$ cat config.mk
export PLATFORM = sky130hd
export DESIGN_NAME = shuffled_lehmer_uniform_generator
export DESIGN_NICKNAME = d
export VERILOG_FILES = /design/src/hdl/slug_pkg.sv /design/src/hdl/slug_ctrl.sv /design/src/hdl/slug_dp.sv /design/src/hdl/shuffled_lehmer_uniform_generator.sv
export SDC_FILE = /design/constraint.sdc
export NUM_CORES = 2
export LEC_CHECK = 0
export BUFFER_PORTS_ARGS = -buffer_cell sky130_fd_sc_hd__buf_4
export CORE_UTILIZATION = 60
export DETAILED_ROUTE_END_ITERATION = 8
export HOLD_SLACK_MARGIN = 0.03
export PLACE_DENSITY = 0.72
export SYNTH_ARGS = -nofsm -noshare
export SYNTH_HDL_FRONTEND = slang
export SYNTH_SLANG_ARGS = --single-unit
export TNS_END_PERCENT = 100
$ cat constraint.sdc
create_clock -name clock -period 18.64 [get_ports clock]
set_input_delay 0 -clock clock [delete_from_list [all_inputs] [get_ports clock]]
set_output_delay 0 -clock clock [all_outputs]
set_load 0.005 [all_outputs]
$ cat src/hdl/slug_pkg.sv
// Shared constants, codes and controller/datapath interface types for the
// shuffled Lehmer uniform generator. No dependencies.
`timescale 1ns / 1ps

package slug_pkg;

   // Core generator: x <- 16807 * x mod (2^31 - 1)
   localparam logic [14:0] LEHMER_MUL      = 15'd16807;
   localparam logic [30:0] LEHMER_MOD      = 31'h7FFF_FFFF;
   localparam int          DEF_TABLE_WORDS = 32;
   localparam int          WARM_EXTRA      = 7;

   // Input item function codes
   localparam logic FUNC_DRAW = 1'b0;
   localparam logic FUNC_LOAD = 1'b1;

   // Commands from controller to datapath
   typedef struct packed {
      logic load_seed;   // write seed register from the input beat
      logic start_init;  // form start value, arm the warm-up counter
      logic init_step;   // one warm-up step, fill table when in range
      logic draw_step;   // advance core, read shuffle entry
      logic finish;      // swap entry, update last output and result
   } slug_cmd_type;

   // Status from datapath to controller
   typedef struct packed {
      logic need_init;   // seed non-positive or last output zero
      logic cnt_zero;    // warm-up counter at its final step
   } slug_sts_type;

endpackage

$ cat src/hdl/slug_ctrl.sv
// Sequencer for the shuffled Lehmer uniform generator: handshakes and
// step ordering. Depends on slug_pkg.
`timescale 1ns / 1ps

module slug_ctrl import slug_pkg::*; (
   input  logic         clock,
   input  logic         reset,
   input  logic         req_valid,
   output logic         req_ready,
   input  logic         req_func,
   output logic         rsp_valid,
   input  logic         rsp_ready,
   output slug_cmd_type cmd,
   input  slug_sts_type sts
);

   localparam logic [2:0] ST_IDLE  = 3'd0;
   localparam logic [2:0] ST_RWAIT = 3'd1;
   localparam logic [2:0] ST_RFOLD = 3'd2;
   localparam logic [2:0] ST_DWAIT = 3'd3;
   localparam logic [2:0] ST_DFOLD = 3'd4;
   localparam logic [2:0] ST_DONE  = 3'd5;

   logic [2:0] state_ff, state_in;
   logic       valid_ff, valid_in;
   logic       accept;

   assign req_ready = (state_ff == ST_IDLE);
   assign rsp_valid = valid_ff;
   assign accept    = req_valid && req_ready;

   always_comb begin
      state_in = state_ff;
      cmd      = '0;
      case (state_ff)
         ST_IDLE: begin
            if (accept) begin
               if (req_func == FUNC_LOAD) begin
                  cmd.load_seed = 1'b1;
               end else if (sts.need_init) begin
                  cmd.start_init = 1'b1;
                  state_in       = ST_RWAIT;
               end else begin
                  state_in = ST_DFOLD;
               end
            end
         end
         ST_RWAIT: state_in = ST_RFOLD;
         ST_RFOLD: begin
            cmd.init_step = 1'b1;
            state_in      = sts.cnt_zero ? ST_DWAIT : ST_RWAIT;
         end
         ST_DWAIT: state_in = ST_DFOLD;
         ST_DFOLD: begin
            cmd.draw_step = 1'b1;
            state_in      = ST_DONE;
         end
         ST_DONE: begin
            // hold until the result register is free
            if (!valid_ff || rsp_ready) begin
               cmd.finish = 1'b1;
               state_in   = ST_IDLE;
            end
         end
         default: state_in = ST_IDLE;
      endcase
   end

   always_comb begin
      valid_in = valid_ff;
      if (cmd.finish) begin
         valid_in = 1'b1;
      end else if (rsp_ready) begin
         valid_in = 1'b0;
      end
   end

   always_ff @(posedge clock) begin
      if (reset) begin
         state_ff <= ST_IDLE;
         valid_ff <= 1'b0;
      end else begin
         state_ff <= state_in;
         valid_ff <= valid_in;
      end
   end

endmodule

$ cat src/hdl/slug_dp.sv
// Datapath for the shuffled Lehmer uniform generator: core register,
// multiply/fold step, warm-up counter, shuffle memory. Depends on slug_pkg.
`timescale 1ns / 1ps

module slug_dp import slug_pkg::*; #(
   parameter int TABLE_WORDS = DEF_TABLE_WORDS
) (
   input  logic               clock,
   input  logic               reset,
   input  slug_cmd_type       cmd,
   output slug_sts_type       sts,
   input  logic signed [31:0] req_seed_value,
   output logic        [30:0] rsp_uniform_value
);

   localparam int IDX_W = (TABLE_WORDS > 1) ? $clog2(TABLE_WORDS) : 1;
   localparam int CNT_W = $clog2(TABLE_WORDS + WARM_EXTRA + 1);
   localparam logic [31:0] BUCKET_DIV =
      32'd1 + ({1'b0, LEHMER_MOD} - 32'd1) / 32'(TABLE_WORDS);

   logic [31:0]      gen_ff, gen_in;
   logic [30:0]      last_ff, last_in;
   logic [46:0]      prod_ff;
   logic [CNT_W-1:0] cnt_ff, cnt_in;
   logic [IDX_W-1:0] idx_ff, idx_in;
   logic [30:0]      rd_ff;
   logic [30:0]      out_ff;
   logic [30:0]      shuf_mem [TABLE_WORDS];

   logic [31:0]      fold_sum;
   logic [31:0]      fold_red;
   logic [30:0]      fold_val;
   logic [31:0]      start_val;
   logic             fill_en;

   // fold: 2^31 == 1 mod M, so high part adds to low part, then one subtract
   assign fold_sum = {16'b0, prod_ff[46:31]} + {1'b0, prod_ff[30:0]};
   assign fold_red = (fold_sum >= {1'b0, LEHMER_MOD}) ? fold_sum - {1'b0, LEHMER_MOD}
                                                      : fold_sum;
   assign fold_val = fold_red[30:0];

   // magnitude of a negative seed, else 1
   assign start_val = gen_ff[31] ? (~gen_ff + 32'd1) : 32'd1;
   assign fill_en   = cmd.init_step && (cnt_ff < CNT_W'(TABLE_WORDS));

   assign sts.need_init = gen_ff[31] || (gen_ff == 32'd0) || (last_ff == 31'd0);
   assign sts.cnt_zero  = (cnt_ff == '0);
   assign rsp_uniform_value = out_ff;

   // bucket index of the last output: independent threshold compares
   always_comb begin
      idx_in = '0;
      for (int k = 1; k < TABLE_WORDS; k++) begin
         if ({1'b0, last_ff} >= 32'(k) * BUCKET_DIV) begin
            idx_in = IDX_W'(k);
         end
      end
   end

   always_comb begin
      gen_in  = gen_ff;
      last_in = last_ff;
      cnt_in  = cnt_ff;
      if (cmd.load_seed) begin
         gen_in = req_seed_value;
      end
      if (cmd.start_init) begin
         gen_in = start_val;
         cnt_in = CNT_W'(TABLE_WORDS + WARM_EXTRA);
      end
      if (cmd.init_step) begin
         gen_in = {1'b0, fold_val};
         cnt_in = cnt_ff - CNT_W'(1);
         if (cnt_ff == '0) begin
            last_in = fold_val;
         end
      end
      if (cmd.draw_step) begin
         gen_in = {1'b0, fold_val};
      end
      if (cmd.finish) begin
         last_in = rd_ff;
      end
   end

   always_ff @(posedge clock) begin
      if (reset) begin
         gen_ff  <= '0;
         last_ff <= '0;
         cnt_ff  <= '0;
      end else begin
         gen_ff  <= gen_in;
         last_ff <= last_in;
         cnt_ff  <= cnt_in;
      end
   end

   always_ff @(posedge clock) begin
      prod_ff <= {15'b0, gen_ff} * {32'b0, LEHMER_MUL};
      idx_ff  <= idx_in;
      if (cmd.finish) begin
         out_ff <= rd_ff;
      end
   end

   // shuffle memory: one write port, one registered read port
   always_ff @(posedge clock) begin
      if (fill_en) begin
         shuf_mem[cnt_ff[IDX_W-1:0]] <= fold_val;
      end else if (cmd.finish) begin
         shuf_mem[idx_ff] <= gen_ff[30:0];
      end
      if (cmd.draw_step) begin
         rd_ff <= shuf_mem[idx_ff];
      end
   end

endmodule

$ cat src/hdl/shuffled_lehmer_uniform_generator.sv
// A load beat is taken only while idle, one load per cycle, and raises no result. A draw
// runs the shared multiply/fold step, then a finish step that waits for a free result
// register; no beat is taken until it is done. Re-seeding adds TABLE_WORDS+8 warm-up steps.
// Reset is synchronous: clears core state, last output and result valid; the shuffle
// memory is not cleared, since the first draw after reset always refills it.
`timescale 1ns / 1ps

// Top level: Lehmer core with a Bays-Durham shuffle table.
// Depends on slug_pkg, slug_ctrl, slug_dp.
module shuffled_lehmer_uniform_generator import slug_pkg::*; #(
   parameter int TABLE_WORDS = DEF_TABLE_WORDS
) (
   input  logic               clock,
   input  logic               reset,
   input  logic               req_valid,
   output logic               req_ready,
   input  logic               req_func,
   input  logic signed [31:0] req_seed_value,
   output logic               rsp_valid,
   input  logic               rsp_ready,
   output logic        [30:0] rsp_uniform_value
);

   slug_cmd_type cmd;
   slug_sts_type sts;

   // Controller: accept beats, sequence warm-up and draw steps, hold the
   // result beat until taken.
   slug_ctrl u_ctrl (
      .clock     (clock),
      .reset     (reset),
      .req_valid (req_valid),
      .req_ready (req_ready),
      .req_func  (req_func),
      .rsp_valid (rsp_valid),
      .rsp_ready (rsp_ready),
      .cmd       (cmd),
      .sts       (sts)
   );

   // Datapath: core register advanced by a registered 32x15 multiply and a
   // mod (2^31-1) fold; the shuffle memory swaps one entry per draw.
   slug_dp #(
      .TABLE_WORDS (TABLE_WORDS)
   ) u_dp (
      .clock             (clock),
      .reset             (reset),
      .cmd               (cmd),
      .sts               (sts),
      .req_seed_value    (req_seed_value),
      .rsp_uniform_value (rsp_uniform_value)
   );

endmodule

Word-level counts from Yosys, hierarchy flattened
Memories as Yosys holds them, arrays and structs flattened. A register that Yosys moved wholly into a read port is not among the register bits.
Index checks and enable logic that the tools add are counted.
{"block": "op_classes", "reduce_logical": 24, "n_eq_ne": 8, "n_lt_le_gt_ge": 33, "multipliers": 1, "n_bitwise": 1, "mux": 66, "add_sub_neg": 4}
{"op": "greater-or-equal comparator 31 bit (second input constant)", "n": 16}
{"op": "greater-or-equal comparator 31 x 30 -> 1 bit (second input constant)", "n": 8}
{"op": "2-to-1 mux 31 bit", "n": 7}
{"op": "greater-or-equal comparator 31 x 29 -> 1 bit (second input constant)", "n": 4}
{"op": "2-to-1 mux 32 bit", "n": 3}
{"op": "2-to-1 mux 4 bit", "n": 16}
{"op": "greater-or-equal comparator 31 x 28 -> 1 bit (second input constant)", "n": 2}
{"op": "multiplier 32 x 15 -> 47 bit (second input constant)", "n": 1}
{"op": "2-to-1 mux 3 bit", "n": 12}
{"op": "adder 16 x 31 -> 32 bit", "n": 1}
{"op": "adder 32 x 1 -> 32 bit (second input constant)", "n": 1}
{"op": "greater-or-equal comparator 32 x 31 -> 1 bit (second input constant)", "n": 1}
{"op": "logical NOT 32 bit", "n": 1}
{"op": "inverter 32 bit", "n": 1}
{"op": "greater-or-equal comparator 31 x 27 -> 1 bit (second input constant)", "n": 1}
{"op": "logical NOT 31 bit", "n": 1}
{"op": "OR reduction 31 bit", "n": 1}
{"op": "subtractor 31 bit (second input constant)", "n": 1}
{"op": "case mux 3 bit (6 select lines)", "n": 1}
{"op": "2-to-1 mux 1 bit", "n": 17}
{"op": "OR reduction 16 bit", "n": 1}
{"op": "2-to-1 mux 2 bit", "n": 7}
{"op": "2-to-1 mux 6 bit", "n": 2}
{"op": "nonzero test 2 bit", "n": 5}
{"op": "other kinds (20)", "n": 26}
{"block": "word_totals", "input_bits": 37, "elab_cells": 151, "memories": 1, "mem_bits_rw": 992, "ff_bits": 156, "output_inout_bits": 33}
{"name": "u_dp.shuf_mem", "depth": 32, "width": 31, "rd": 1, "rd_ports_with_merged_regs": 1, "wr": 1, "line_no": "slug_dp.sv:28", "source": "logic [30:0] shuf_mem [TABLE_WORDS];"}

Depth between registers and ports, before layout
{"block": "depth", "depth_word": 31, "depth_mapped": 24, "ltp_nobuf": 23}

Modules after synthesis
A second synthesis with hierarchy kept.
{"block": "unflattened", "hier_cells": 3201, "hier_area_um2": 54673.7}
{"mod": "slug_dp", "area_per_inst_um2": 54385.9, "cells_per_inst": 3169, "seq_area_each_um2": 34072.7, "instances": 1}
{"mod": "slug_ctrl", "area_per_inst_um2": 287.8, "cells_per_inst": 32, "seq_area_each_um2": 80.1, "instances": 1}

Worst setup path before layout
OpenSTA, ideal clock, no wires.
{"block": "synth_timing", "path_type": "register -> register", "from": "register u_dp.gen_ff[20]", "to": "register u_dp.prod_ff[45]", "stages_incl_launch_ff": 23, "setup_ns": 0.079, "required_ns": 18.561, "slack_ns": 12.764, "period_less_slack_ns": 5.876, "t_arrival_ns": 5.797, "path_buffers": 1, "cell_sequence": "dfxtp_1 inv_1 fa_1 inv_1 ha_1 fa_1 fa_1 inv_1 fa_1 fa_1 inv_1 ha_1 clkbuf_1 a2111oi_0 o21ai_0 o21ai_0 o22ai_1 a311o_1 nand2_1 o211a_1 o31ai_1 or4b_1 o211ai_1"}
{"block": "synth_via", "elab_chain_len": 1}
{"item": "from (decl)", "line_no": "slug_dp.sv:21", "source": "logic [31:0] gen_ff, gen_in;"}
{"item": "from (signal assigned)", "line_no": "slug_dp.sv:92", "source": "gen_ff <= gen_in;"}
{"item": "multiplier 32 x 15 -> 47 bit", "line_no": "slug_dp.sv:99", "source": "prod_ff <= {15'b0, gen_ff} * {32'b0, LEHMER_MUL};"}
{"item": "to (signal assigned)", "line_no": "slug_dp.sv:99"}
{"item": "to (decl)", "line_no": "slug_dp.sv:23", "source": "logic [46:0] prod_ff;"}
Every way passes these cells.
A chain may end at the register's enable or synchronous reset.

Final worst setup path
{"block": "layout_timing", "from": "register u_dp.gen_ff[11]", "to": "register u_dp.prod_ff[46]"}
The elaborated chain is that of the path after synthesis.

==> results.ini <==
[run_status]
outcome=finished clean

[floorplanning]
fp-row-count=110
dieArea_um2=92700
design.core.area_um2=90300
io_pins=70
start_util_pct=60.8
die_h_um=304
die_w_um=304

[logic_synthesis]
synth-edff-count=1054
synthDistinctLibCells=87
avgSynthCellArea_um2=16.7
syn_nets=3703
synth_area_um2=54900
synthTopCellsByArea=edfxtp_1 58%, mux4_2 13%, ha_1 5.5%, fa_1 5.1%, dfxtp_1 4.6%
yosysTopAreaCell=edfxtp_1
syn-instance-count=3285
netlist.area_leader.share_pct=57.7
ys_warn_count=0
synth_flop_cell=edfxtp_1
ys_ff_latch=1179
synth_seq_area_share_pct=62.2
ys_async_sr_fraction_pct=0

[global_routing]
grt_overflow=0
grt_pass1_vias=31800
grt_pass1_wl_um=218000
grtUsageTotal_pct=32.9
grt_max_degree=151
antenna_found_initial=3

[routing]
ant_nets=0
routedWlPerCell_um=31.9
vias=31500
routed_wl_um=151000
viasPerCell=6.68
drt_iter0_markers=3639
drtPass1Iterations=9
drc=0

[layout]
fill_cells=5929
area_growth_syn_to_layout_pct=11.9
layout-drive-gt1-share_pct=21.5
most-common-layout-cells=1,054 x edfxtp_1, 310 x mux4_2, 242 x ha_1, 203 x inv_1, 139 x fa_1
nets=3859
final_common_cell=edfxtp_1

[clock_tree]
cts_tree=built
clkSinkCount=1179
insertion_delay_ns=0.72
htreeDepth=3
cts_resized=0
cts_buffer_depth=3
cts_buffers=114
root_buffer=clkbuf_16
clk_pin_slew_ns=0.06
postCtsSetupRepairBufs=0

[timing]
fmax_mhz=141
hold_violations=0
period_minus_slack_ns=7.07
rsz0062_at_grt=false
finalSetupViolations=0
drv_slew=0
finClkSkew_ns=0.0409
worstMarginPinSlew_ns=1.36
max_slew_margin_pct=6.77
fin_crit_sh_pct=37.9
finalSetupTns_ns=0

[critical_path]
critPathKind=register to register
cpMaxStageDelayCell=a2111oi_0
endpoint_kind=register
cp_max_fo=9
cp.arrival_ns=7.68
worstPathCellList=inv_1 > fa_1 > inv_1 > ha_1 > fa_1 > ha_1 > fa_1 > inv_1 > fa_1 > inv_1 > ha_1 > a211oi_1 > a21oi_1 > a2111oi_0 > a2bb2oi_1 > o41ai_1 > nor4_1 > o21ai_0 > and3_1
crit_required_ns=19.25
max_stage_delay_ns=1.06
start_kind=register

[placed_design]
gp_congestion=0.988
numPortBuffers=69
dp_hpwl_um=95900

[min_path]
hold_path_class=input pin to register

[run]
drv_cap=0

[cell usage after synthesis, types with 8 or more instances]
cell         n
a211oi_1    17
a21o_1      23
a21oi_1    139
a221oi_1    10
a22oi_1     25
a31oi_1     29
and2_1      11
and3_1      33
buf_1       22
clkbuf_1   104
dfxtp_1    125
edfxtp_1  1054
fa_1       139
ha_1       242
inv_1      205
mux2_2      32
mux4_2     310
nand2_1    127
nand2b_1    18
nand3_1     65
nand4_1     14
nor2_1     120
nor2b_1     13
nor3_1      37
nor3b_1      8
nor4_1      11
o211ai_1    14
o21a_1      16
o21ai_0     76
o21ai_1      8
o22ai_1     15
or2_2       12
xnor2_1     62
xor2_1      27
[worst max-delay path, delay by kind of cell (launching register included)]
kind | cells | cell delay (ns)
adders and majority gates | 7 | 3.07
DFF | 1 | 0.63
and+or+nand+nor | 2 | 0.58
buffers and inverters | 4 | 0.36
AOI/OAI and AO/OA | 6 | 2.35
[per-layer routing]
| metal | track usage, % | wire length (µm) | vias up |
|---|---|---|---|
| li1 | - | - | 13200 |
| met1 | 46.5 | 60000 | 16400 |
| met2 | 52.8 | 72600 | 1690 |
| met3 | 5.92 | 13600 | 288 |
| met4 | 10.2 | 4440 | 0 |
| met5 | 0 | 0 | - |
[state kept, by name, summed over array words and instances, names as in the netlist]
signal                  count
u_dp.gen_ff                32
u_dp.idx_ff                 5
u_ctrl.rsp_valid            1
u_ctrl.state_ff             3
u_dp.cnt_ff                 6
u_dp.rd_ff                 31
u_dp.shuf_mem             992
u_dp.rsp_uniform_value     31
u_dp.prod_ff               47
u_dp.last_ff               31
[cell families after synthesis]
| kind of cell | after synthesis | synth area share, % |
|---|---|---|
| AO/OA/AOI/OAI | 439 | 5.19 |
| XOR/XNOR | 90 | 1.45 |
| adder cells (fa/ha/maj) | 381 | 10.6 |
| buffers and inverters | 343 | 2.42 |
| flip-flops | 1179 | 62.2 |
| multiplexers | 345 | 13.4 |
| AND/OR/NAND/NOR | 508 | 4.66 |
[worst paths after layout]
kind	from	to	slack (ns)	cells after the start
setup / recovery	u_dp.gen_ff[11]	u_dp.prod_ff[46]	11.57	19
hold / removal	req_seed_value[26]	u_dp.gen_ff[26]	0.23	4
setup reg to reg	u_dp.gen_ff[11]	u_dp.prod_ff[46]	11.57	19
hold reg to reg	u_dp.last_ff[26]	u_dp.idx_ff[0]	0.38	0
[area by class of cell]
type                       instances  area [µm²]  area share, %
clock buffer                     137        2960           4.82
tap                             1176        1470           2.40
clock inverter                    77         771           1.25
multi-input combinational       1763       19800           32.3
sequential                      1179       34200           55.6
inverter                         206         778           1.27
timing repair buffer             177        1450           2.35
antenna                            6        15.0         0.0244
[through the flow]
step,std cells,util [%],area [µm²],setup WS [ns],hold slack [ns]
after floorplan,3285,-,54900,12.76,0.193
after global placement,4459,63.4,57200,11.83,0.332
after detailed placement,4459,63.4,57200,11.74,0.323
after CTS,4715,68.0,61400,11.78,0.191
after global routing,4715,68.0,61400,11.44,0.244
final,4721,68.0,61400,11.57,0.233
[repair_timing]
action                                  in CTS  in global routing
endpoints found under the setup margin       0                  0
endpoints found under the hold margin       57                  0
hold buffers                                42                  0
Power is left out: the tool's default activity adds up to more than one toggle a clock period on the data nets, which glitch-free logic cannot reach.
